`src/design/vde_pkg.sv`:
```
package vde_pkg;

	localparam int TABLE_DEPTH_DEF = 256;
	localparam int VALUE_W = 32;
	localparam int IDX_W = 8;

	typedef struct packed {
		logic signed [VALUE_W-1:0] value;
		logic                      start_req;
	} vde_in_t;

	typedef struct packed {
		logic [IDX_W-1:0] index;
		logic             is_new;
		logic             overflow;
	} vde_out_t;

	// search token that walks the cell chain
	typedef struct packed {
		logic               valid;
		logic [VALUE_W-1:0] value;
		logic               found;
		logic [IDX_W-1:0]   slot;
	} vde_probe_t;

endpackage

```
`src/design/vde_cell.sv`:
```
module vde_cell #(
	parameter int TABLE_DEPTH = vde_pkg::TABLE_DEPTH_DEF,
	parameter int IDX = 0
) (
	input  logic                               clk,
	input  logic                               arst_n,
	input  vde_pkg::vde_probe_t                probe_in,
	output vde_pkg::vde_probe_t                probe_out,
	input  logic [$clog2(TABLE_DEPTH+1)-1:0]   fill,
	input  logic                               wr_en,
	input  logic [vde_pkg::VALUE_W-1:0]        wr_value
);
	import vde_pkg::*;

	localparam int FW = $clog2(TABLE_DEPTH + 1);

	logic [VALUE_W-1:0] data_q;
	vde_probe_t         probe_q;
	logic               live;
	logic               hit;

	// only slots below the fill count take part in the search
	assign live = FW'(IDX) < fill;
	assign hit  = live && (data_q == probe_in.value);

	always_ff @(posedge clk) begin
		if (wr_en && (fill == FW'(IDX))) begin
			data_q <= wr_value;
		end
	end

	always_ff @(posedge clk or negedge arst_n) begin
		if (!arst_n) begin
			probe_q <= '0;
		end else begin
			probe_q.valid <= probe_in.valid;
			probe_q.value <= probe_in.value;
			probe_q.found <= probe_in.found | hit;
			probe_q.slot  <= probe_in.found ? probe_in.slot : IDX_W'(IDX);
		end
	end

	assign probe_out = probe_q;

endmodule
```
`config.mk`:
```
export PLATFORM = sky130hd
export DESIGN_NAME = vde_cell
export DESIGN_NICKNAME = d
export VERILOG_FILES = /design/src/design/vde_pkg.sv /design/src/design/vde_cell.sv
export SDC_FILE = /design/constraint.sdc
export NUM_CORES = 1
export LEC_CHECK = 0
export BUFFER_PORTS_ARGS = -buffer_cell sky130_fd_sc_hd__buf_4
export CAP_MARGIN = 20
export CORE_MARGIN = 2
export CORE_UTILIZATION = 44
export CTS_CLUSTER_DIAMETER = 60
export DETAILED_ROUTE_END_ITERATION = 7
export GPL_TIMING_DRIVEN = 0
export HOLD_SLACK_MARGIN = 0.08
export PLACE_DENSITY_LB_ADDON = 0.3
export RECOVER_POWER = 100
export SETUP_SLACK_MARGIN = 0.1
export SLEW_MARGIN = 20
export SYNTH_ARGS = -nofsm -noshare
export SYNTH_HDL_FRONTEND = slang
export SYNTH_SLANG_ARGS = --single-unit
```
`constraint.sdc`:
```
create_clock -name clk -period 1.45 [get_ports clk]
set_clock_uncertainty 0.15 [all_clocks]
set_input_delay 0.0725 -clock clk [delete_from_list [all_inputs] [get_ports clk]]
set_output_delay 0.0725 -clock clk [all_outputs]
set_load 0.02 [all_outputs]
```
Yosys cells after proc, flatten, opt, wreduce, memory -nomap -nowiden
Index checks and enable logic that the tools add are counted.
Cells by class
  order comparisons: 1
  equal/unequal tests: 1
  mux-type cells: 1
  bitwise logic cells: 1
  reduce and logical (&&, ||, !) cells: 3
Operators with widths (count)
  == test 32 bit: 1
  logical NOT 9 bit: 1
  < comparator 1 x 9 -> 1 bit, first input constant: 1
  2-to-1 mux 8 bit: 1
  logical AND 1 bit: 2
  OR 1 bit: 1
Word-level totals
  bits in registers: 74
  input port bits: 86

Logic depth before layout (Yosys ltp)
Gate-level depths: netlist (run 1).
  word-level depth: 3
  gate-level depth with buffers: 4

Least setup slack after synthesis (run 1)
Ideal clock, no wire load.
  path kind: input to register
  start: input port fill[6]
  end: register data_q[0], enable pin
  library setup time: 0.421 ns
  arrival: 1.793 ns
  required time: 0.879 ns
  slack: -0.914 ns
  stages on the path: 3
  buffers on the path: 0
  path through: nor4_2 -> nand3_1 -> nor2_1
On the way
  word-level cells in the longest chain between the ends: 2
Ends and longest elaborated chain
  start, declared: RTL line vde_cell.sv:9  | input logic [$clog2(TABLE_DEPTH+1)-1:0] fill,
  logical NOT 9 bit: RTL line vde_cell.sv:27  | if (wr_en && (fill == FW'(IDX))) begin
  logical AND 1 bit: RTL line vde_cell.sv:27
  end signal, assigned: RTL line vde_cell.sv:28  | data_q <= wr_value;
  end, declared: RTL line vde_cell.sv:17  | logic [VALUE_W-1:0] data_q;
Every way passes these cells.
A chain may end at the register's enable or synchronous reset.

Worst setup path in the final report (run 1)
  start: register data_q[30]
  end: register probe_q (netlist bit probe_out[8])
On the way
  word-level cells in the longest chain between the ends: 3
Ends and longest elaborated chain
  == test 32 bit: RTL line vde_cell.sv:24  | assign hit = live && (data_q == probe_in.value);
  logical AND 1 bit: RTL line vde_cell.sv:24
  OR 1 bit: RTL line vde_cell.sv:38  | probe_q.found <= probe_in.found | hit;
  end, declared: RTL line vde_cell.sv:18  | vde_probe_t probe_q;
Every way passes these cells.

==> results of run 1 <==
-- logic make-up after synthesis --
| family | count (synthesis) | synth area share |
|---|---|---|
| and+or+nand+nor | 23 | 0.0582 |
| buffers and inverters | 1 | 0.00153 |
| xor gates and xnor gates | 32 | 0.114 |
| DFF | 74 | 0.822 |
| AOI/OAI and AO/OA | 1 | 0.00409 |
-- routing by layer --
layer,vias up,track usage,wire (um)
met5,-,0,0
met4,0,0.0982,141
met3,15,0.0598,428
met2,84,0.454,3880
met1,906,0.223,2150
li1,887,-,-
-- per-stage QoR --
step | instances | util | power, mW | worst slack, ns | instance area, um2
6_report | 424 | 0.780 | 4.45 | -0.0658 | 4240
5_1_grt | 424 | 0.780 | 4.62 | -0.128 | 4240
4_1_cts | 424 | 0.831 | 4.55 | -0.0288 | 4520
2_1_floorplan | 131 | - | 2.44 | -0.0551 | 2470
3_3_place_gp | 330 | 0.646 | 2.76 | -0.379 | 3510
3_5_place_dp | 330 | 0.646 | 2.77 | -0.394 | 3510
-- cells in the final DEF, fill, tap and decap left out, types with 2 or more instances in the layout --
| cell | instances |
|---|---|
| sky130_fd_sc_hd__dlygate4sd3_1 | 77 |
| sky130_fd_sc_hd__clkbuf_1 | 70 |
| sky130_fd_sc_hd__dfrtp_1 | 42 |
| sky130_fd_sc_hd__clkbuf_4 | 38 |
| sky130_fd_sc_hd__edfxtp_1 | 32 |
| sky130_fd_sc_hd__buf_4 | 18 |
| sky130_fd_sc_hd__xor2_1 | 16 |
| sky130_fd_sc_hd__xnor2_1 | 16 |
| sky130_fd_sc_hd__clkbuf_8 | 13 |
| sky130_fd_sc_hd__and2_0 | 6 |
| sky130_fd_sc_hd__nor4_1 | 4 |
| sky130_fd_sc_hd__nand4_1 | 4 |
| sky130_fd_sc_hd__and2_1 | 2 |
| sky130_fd_sc_hd__nor4_2 | 2 |
| sky130_fd_sc_hd__nor2_4 | 2 |
| sky130_fd_sc_hd__clkinvlp_4 | 2 |
-- layout make-up --
cell class,instances,area (um2)
clock inverter,2,15.0
multi-input combinational,57,458
tap,72,90.1
timing repair buffer,204,1460
inverter,1,3.75
fill,382,1200
clock buffer,14,204
sequential,74,2010
-- flip-flops by register name, summed over array words and instances, names as in the netlist --
signal     count
probe_out     42
data_q        32
-- power by group through the flow --
stage	clock (mW)	combinational, mW	sequential [mW]
global route	1.78	0.581	2.27
CTS	1.66	0.627	2.26
floorplan	0	0.0514	2.39
finish	1.65	0.540	2.26
global placement	0	0.453	2.31
detailed placement	0	0.460	2.31
-- what timing repair did --
item | in CTS | in global routing
hold endpoints to repair | 116 | 1
setup endpoints to repair | 33 | 2
gates cloned | 1 | 0
gates resized for setup | 2 | 0
hold buffers | 77 | 1
-- path summary, 6_finish.rpt --
check | start | to | slack [ns]
setup / recovery | data_q[30]$_DFFE_PP_ | probe_out[8]$_DFF_PN0_ | -0.07
hold / removal | probe_in[23] | probe_out[8]$_DFF_PN0_ | 0.17
setup reg to reg | data_q[30]$_DFFE_PP_ | probe_out[8]$_DFF_PN0_ | -0.07
hold reg to reg | data_q[20]$_DFFE_PP_ | probe_out[8]$_DFF_PN0_ | 0.62
max in group asynchronous | arst_n | probe_out[8]$_DFF_PN0_ | 0.28
min in group asynchronous | arst_n | probe_out[21]$_DFF_PN0_ | 0.29
-- critical path: cells and delay by family, from the launching register on --
family / cells / cell delay [ns]
simple gates: 2 / 0.48
xor+xnor: 1 / 0.18
compound gates: 1 / 0.21
flops: 1 / 0.42
==> impl.org, run 1 <==
** Synth
- Sequential share of the synthesized area :: 0.822
- Warning count from the yosys run :: 0
- The number of different library cells used by synthesis comes to 14.
- Counting flops with an async set or reset pin after synthesis yields a share of 0.568.
- Top FF cell, synth :: sky130_fd_sc_hd__dfrtp_1
- Flops & latches, synth :: 74
- Synthesized Nets :: 217
- Ranking of synthesized cells by area :: sky130_fd_sc_hd__dfrtp_1 (43%), sky130_fd_sc_hd__edfxtp_1 (39%), sky130_fd_sc_hd__xnor2_1 (5.7%), sky130_fd_sc_hd__xor2_1 (5.7%), sky130_fd_sc_hd__and2_1 (2.0%)
- After synthesis, the mean cell area works out to 18.7 um2.
- Post-synth top area share :: 0.429
- Counting flops with a built-in enable in the synthesized netlist gives 32.
- Gate Count Post-Synth :: 131
- Leading post-synthesis cells by instance count :: sky130_fd_sc_hd__dfrtp_1 (42), sky130_fd_sc_hd__edfxtp_1 (32), sky130_fd_sc_hd__xnor2_1 (16), sky130_fd_sc_hd__xor2_1 (16), sky130_fd_sc_hd__and2_1 (8)
- After synthesis the cells add up to 0.00245 mm2.
- Yosys instantiated no cell more often than sky130_fd_sc_hd__dfrtp_1.
- Post-synth top area cell :: sky130_fd_sc_hd__dfrtp_1

** Detailed routing
- Remaining routing DRC violations :: 0
- The first routing iteration left 39 violations.
- After detailed routing, the number of vias per cell comes to 4.46.
- The final route contains 1892 vias.
- After detailed routing, the total wire length is 6600 um.
- Remaining antenna violation count :: 0
- The pre-antenna-repair detailed-routing pass consisted of 4 iterations.
- Routed WL per cell :: 15.6 um

** Global routing
- Vias in the first global route :: 2169
- Across every metal layer, demand over resource in global routing totals 0.231.
- Pin count of the biggest net entering global routing :: 43
- After global routing the overflow that remains totals 0.
- Antenna violations before repair :: 0
- The first global-routing pass estimated 10300 um of wire.

** Pwr
- Dividing total power by cell area gives a power density of 1050 mW/mm2.
- Of the total power, the clock network draws 0.370.
- Fraction of power spent switching nets :: 0.223
- VDD sags by at most 0.000716 V.
- Combinational share of power :: 0.121
- For this design the total switching power over the nets is 992 uW.
- The internal portion of the total power is 3.46 mW.
- The share of total power dissipated in sequential elements is 0.509.
- Leakage component of the power :: 1.71 nW

** Final layout
- After the last flow step, the layout net total stands at 433.
- Layout overhead on the synthesized area :: 73.2%
- Layout cells sized above 1 :: 0.219
- 0 antenna diodes ended up in the layout.

** STA
- Setup total negative slack on the finished layout was measured at -0.0658 ns.
- Max frequency :: 660 MHz
- Across all hold checks on the routed design, the worst slack comes to 0.168 ns.
- Post-route clock period utilization :: 1.05
- For the finished layout, the period the worst path requires is 1.52 ns.
- Final Max Tran Viols :: 0
- Smallest setup slack after layout :: -0.0658 ns
- At the pin with the least slew margin, the transition time is 0.920 ns.
- Final hold violation count :: 0
- Setup repair after global routing could not meet its margin everywhere.
- Final setup violation count :: 1
- The worst pin sits at a relative slew slack of 0.387.

** Min path
- The path class of the tightest hold or removal check is in2reg.
- The worst hold path passes through 5 cells.

** Floorplanning
- Area of the die :: 0.00618 mm2
- In this run the core area contains 27 standard-cell rows.
- 128 I/O pins were placed.
- The initial utilization of the core area, before any placement, comes to 0.450.
- In this run the horizontal extent of the chip is 78.6 um.
- The floorplan step defined a core boundary enclosing 0.00544 mm2.
- Die H :: 78.6 um

** Place
- The count of buffers added on input and output ports is 127.
- The wire-length estimate of the detail-placed layout is 3630 um.
- The congestion estimate from routability-driven global placement came to 0.757.

** Run
- Max-Cap Viols :: 0

** Setup path
- Worst R2R Path Depth :: 4
- On the critical path, the stage with the largest delay is an instance of sky130_fd_sc_hd__edfxtp_1.
- Startpoint type of the worst setup path :: flip-flop
- STA classifies the critical path endpoint as a flip-flop.
- Critical path arrival :: 1.64 ns
- STA puts the critical path data required time at 1.57 ns.
- Peak fanout along the critical path :: 1
- Critical-path cell list :: xnor2_1 -> nand4_1 -> nor4_2 -> a41o_1
- The critical path is of the reg2reg type.
- Max stage delay on crit path :: 0.42 ns

** Outcome
- Violations in the final reports :: negative setup slack
- The flow ran to the end, but the final reports show violations.

** CTS
- In this run the deepest clock path goes through 2 buffers.
- Clock tree root buffer cell :: sky130_fd_sc_hd__clkbuf_8
- The H-tree generated during clock tree synthesis spans 3 levels.
- For this design, the sink count on the clock tree is 74.
- The number of setup buffers added after CTS is 0.
- TritonCTS buffer count :: 9
- TritonCTS clock tree :: yes
- Clock latency of the later-clocked register in the worst-skew pair :: 0.34 ns
- Clock transition at the registers of the reported paths :: 0.08 ns
Note: power is estimated with default switching activity, not from simulation.
==> run 2, diff against run 1 <==
--- a/config.mk
+++ b/config.mk
@@ -9,2 +9,3 @@
 export CAP_MARGIN = 20
+export CORE_ASPECT_RATIO = 0.8
 export CORE_MARGIN = 2
==> constraint.sdc (replaced) <==
create_clock -name clk -period 1.45 [get_ports clk]
set_clock_uncertainty 0.15 [all_clocks]
set_input_delay 0 -clock clk [delete_from_list [all_inputs] [get_ports clk]]
set_output_delay 0 -clock clk [all_outputs]
set_load 0.02 [all_outputs]
==> run 2 against run 1 <==
Compared with the run above:
- the flow still finishes with violations (negative setup slack)
- non-clock buffer count rose by 7
- sequential share of layout area is 0.82 points lower
- via count up 0.53%
- power up 2.2%
- critical path depth unchanged
- die area hardly changed
- final area rose by 1.8%
- worst hold slack got worse by 0.068 ns
==> impl.org, run 2 (synthesized netlist as in run 1, its figures left out) <==
** Detailed routing
- The overall via count from detail_route is 1902 (was 1892).
- TritonRoute pass-1 iters :: 4 (unchanged)
- Routed WL per cell :: 16.2 um (was 15.6 um)
- Initial DRC Count :: 62 (was 39)
- Number of vias per cell :: 4.49 (was 4.46)
- Remaining antenna violation count :: 0 (unchanged)
- Remaining routing DRC violations :: 0 (unchanged)
- The total wire length after detailed routing is 6870 um (was 6600 um).

** Final layout
- The most common cell after layout, fill and taps aside was sky130_fd_sc_hd__dlygate4sd3_1 (unchanged).
- Number of flip-flops in the largest register :: 42 (unchanged)
- The share of post-route cells with drive strength above 1 was 0.209 (was 0.219).
- Layout overhead on the synthesized area :: 76.3% (was 73.2%)
- The filler cell count was 376 (was 382).
- Antenna diodes :: 0 (unchanged)
- The final non-filler cell area came to 0.00432 mm2 (was 0.00424 mm2).
- Most frequent cells in the layout :: sky130_fd_sc_hd__dlygate4sd3_1 (84), sky130_fd_sc_hd__clkbuf_1 (72), sky130_fd_sc_hd__dfrtp_1 (42) (was sky130_fd_sc_hd__dlygate4sd3_1 (77), sky130_fd_sc_hd__clkbuf_1 (70), sky130_fd_sc_hd__dfrtp_1 (42))
- The final net count is 440 (was 433).

** Floorplanning
- Cell Rows :: 24 (was 27)
- The starting utilization of the core area came to 0.453 (was 0.450).
- The die outline area is 0.00618 mm2 (about the same).
- The core box area came to 0.00541 mm2 (was 0.00544 mm2).
- Die H :: 70.7 um (was 78.6 um)
- Top-level port count :: 128 (unchanged)
- The die outline width came to 87.4 um (was 78.6 um).

** STA
- The ratio of final minimum period to clock period is 1.02 (was 1.05).
- Max frequency :: 679 MHz (was 660 MHz)
- The final setup violation count is 1 (unchanged).
- The final max-slew violation count came to 0 (unchanged).
- The sum of negative setup slack was -0.0234 ns (was -0.0658 ns).
- Headroom to the max-slew limit :: 0.611 (was 0.387)
- Slew of the pin with the lowest slew margin :: 0.584 ns (was 0.920 ns)
- Smallest setup slack after layout :: -0.0234 ns (was -0.0658 ns)
- Setup repair after global routing missed its margin: yes (unchanged).
- Final hold violation count :: 0 (unchanged)
- Min Tclk post-route :: 1.47 ns (was 1.52 ns)

** Min path
- Tightest Hold Check Type :: in2reg (unchanged)

** Setup path
- The startpoint class of the critical path is a flip-flop (unchanged).
- The type of the setup path with the least slack is reg2reg (unchanged).
- Worst path depth :: 4 (unchanged)
- Slowest CP cell :: sky130_fd_sc_hd__edfxtp_1 (unchanged)
- Beginning of the critical path :: data_q[26]$_DFFE_PP_ (was data_q[30]$_DFFE_PP_)
- The kind of cell adding the most delay to the critical path is simple AND/OR/NAND/NOR gates (unchanged).
- The depth of the most critical reg-to-reg path came to 4 (unchanged).
- The data arrival time at the worst-slack endpoint came to 1.60 ns (was 1.64 ns).
- The category of the worst setup path capture point is a flip-flop (unchanged).
- Worst EP required :: 1.58 ns (was 1.57 ns)
- Max stage delay on crit path :: 0.39 ns (was 0.42 ns)
- The register-to-register setup slack is -0.02 ns (was -0.07 ns).
- The count of buffering cells on the critical path with inverters included is 0 (unchanged).
- Peak fanout along the critical path :: 1 (unchanged)
- Reg2reg start :: data_q[26]$_DFFE_PP_ (was data_q[30]$_DFFE_PP_)
- Critical-path cell list :: xnor2_1 -> nand4_1 -> nor4_4 -> a41o_1 (was xnor2_1 -> nand4_1 -> nor4_2 -> a41o_1)
- FF-to-FF End :: probe_out[8]$_DFF_PN0_ (unchanged)
- The destination of the critical timing path was probe_out[8]$_DFF_PN0_ (unchanged).

** Global routing
- Wire length of the first global-routing pass :: 10600 um (was 10300 um)
- Total routing usage reported by global routing :: 0.239 (was 0.231)
- Pin count of the biggest net entering global routing :: 43 (unchanged)
- The via count of the first global-routing pass is 2194 (was 2169).
- The initial antenna violation count is 0 (unchanged).
- Total gr overflow :: 0 (unchanged)

** Place
- Total cell area at the placement stage :: 0.00350 mm2 (was 0.00351 mm2)
- The worst slack after detailed placement was -0.348 ns (was -0.394 ns).
- Port bufs :: 127 (unchanged)
- Dpl hpwl :: 3720 um (was 3630 um)
- Global placer's final weighted congestion :: 0.695 (was 0.757)

** Pwr
- PD cells :: 1050 mW/mm2 (about the same)
- The reported leakage power is 1.77 nW (was 1.71 nW).
- Worst-case vdd ir drop :: 0.000714 V (was 0.000716 V)

** CTS
- The CTS clock-pin slew for the worst setup and hold paths was 0.07 ns (was 0.08 ns).
- The clock buffer count from CTS came to 9 (unchanged).
- The clock latency on the worst-skew pair came to 0.34 ns (about the same).
- The CTS tree was yes (unchanged).
- The root buffer selected by CTS was sky130_fd_sc_hd__clkbuf_8 (unchanged).
- Number of H-tree levels :: 3 (unchanged)
- The count of buffers added by post-CTS timing repair for setup is 0 (unchanged).
- The total clock sinks was 74 (unchanged).
- The clock tree buffer depth is 2 (unchanged).

** Run
- Max-Cap Viols :: 0 (unchanged)

** Outcome
- Run status: finished with violations (unchanged).
- Violations in the final reports: negative setup slack (unchanged).
run 2: worst min-delay path by stage:
stage / start / endpoint / slack (ns) / depth (start not counted)
after floorplan: arst_n / probe_out[0]$_DFF_PN0_ / -0.45 / 0
after global placement: arst_n / probe_out[41]$_DFF_PN0_ / -0.14 / 1
after detailed placement: arst_n / probe_out[41]$_DFF_PN0_ / -0.13 / 1
after CTS: fill[2] / data_q[20]$_DFFE_PP_ / 0.04 / 4
after global routing: wr_en / data_q[20]$_DFFE_PP_ / 0.11 / 3
final: wr_en / data_q[23]$_DFFE_PP_ / 0.1 / 3
run 2: power by group:
group	total (mW)	leakage (nW)	internal (mW)	switching, mW
combinational	0.561	0.869	0.310	0.250
sequential	2.27	0.787	2.25	0.0184
clock	1.72	0.118	0.981	0.741
total	4.55	1.77	3.54	1.01
run 2: area by class of cell:
type	count	area [um2]	area share
Clock inverter	2	11.3	0.00261
Tap cell	65	81.3	0.0188
Timing Repair Buffer	211	1530	0.353
Sequential cell	74	2010	0.466
Clock buffer	14	216	0.0501
Multi-Input combinational cell	57	467	0.108
Inverter	1	3.75	0.000870
run 2: what timing repair did:
| action | in CTS | in global routing |
|---|---|---|
| endpoints found under the setup margin | 33 | 28 |
| pin swaps | 2 | 1 |
| hold buffers | 84 | 0 |
| hold endpoints to repair | 148 | 0 |
| gates cloned | 1 | 0 |
| resized for setup | 2 | 3 |
run 2: routing by layer:
metal	routed length [um]	up-vias	global-route usage	part of all wire
li1	-	902	-	-
met1	2520	901	0.253	0.37
met3	456	9	0.0700	0.066
met4	86	0	0.0957	0.013
met5	0	-	0	0
met2	3820	90	0.441	0.55
run 2: worst reg2reg max path: cells and delay by family, from the launching register on:
family	cells	cell delay, ns
and+or+nand+nor	2	0.53
xor gates and xnor gates	1	0.15
DFF	1	0.39
AOI/OAI and AO/OA	1	0.20
run 2: stage by stage:
stage,hold WS (ns),util,power [mW],cells
6_report,0.0998,0.799,4.55,424
4_1_cts,0.0449,0.849,4.65,424
3_5_place_dp,-0.129,0.648,2.77,323
2_1_floorplan,-0.446,-,2.44,131
5_1_grt,0.111,0.799,4.71,424
3_3_place_gp,-0.140,0.648,2.76,323
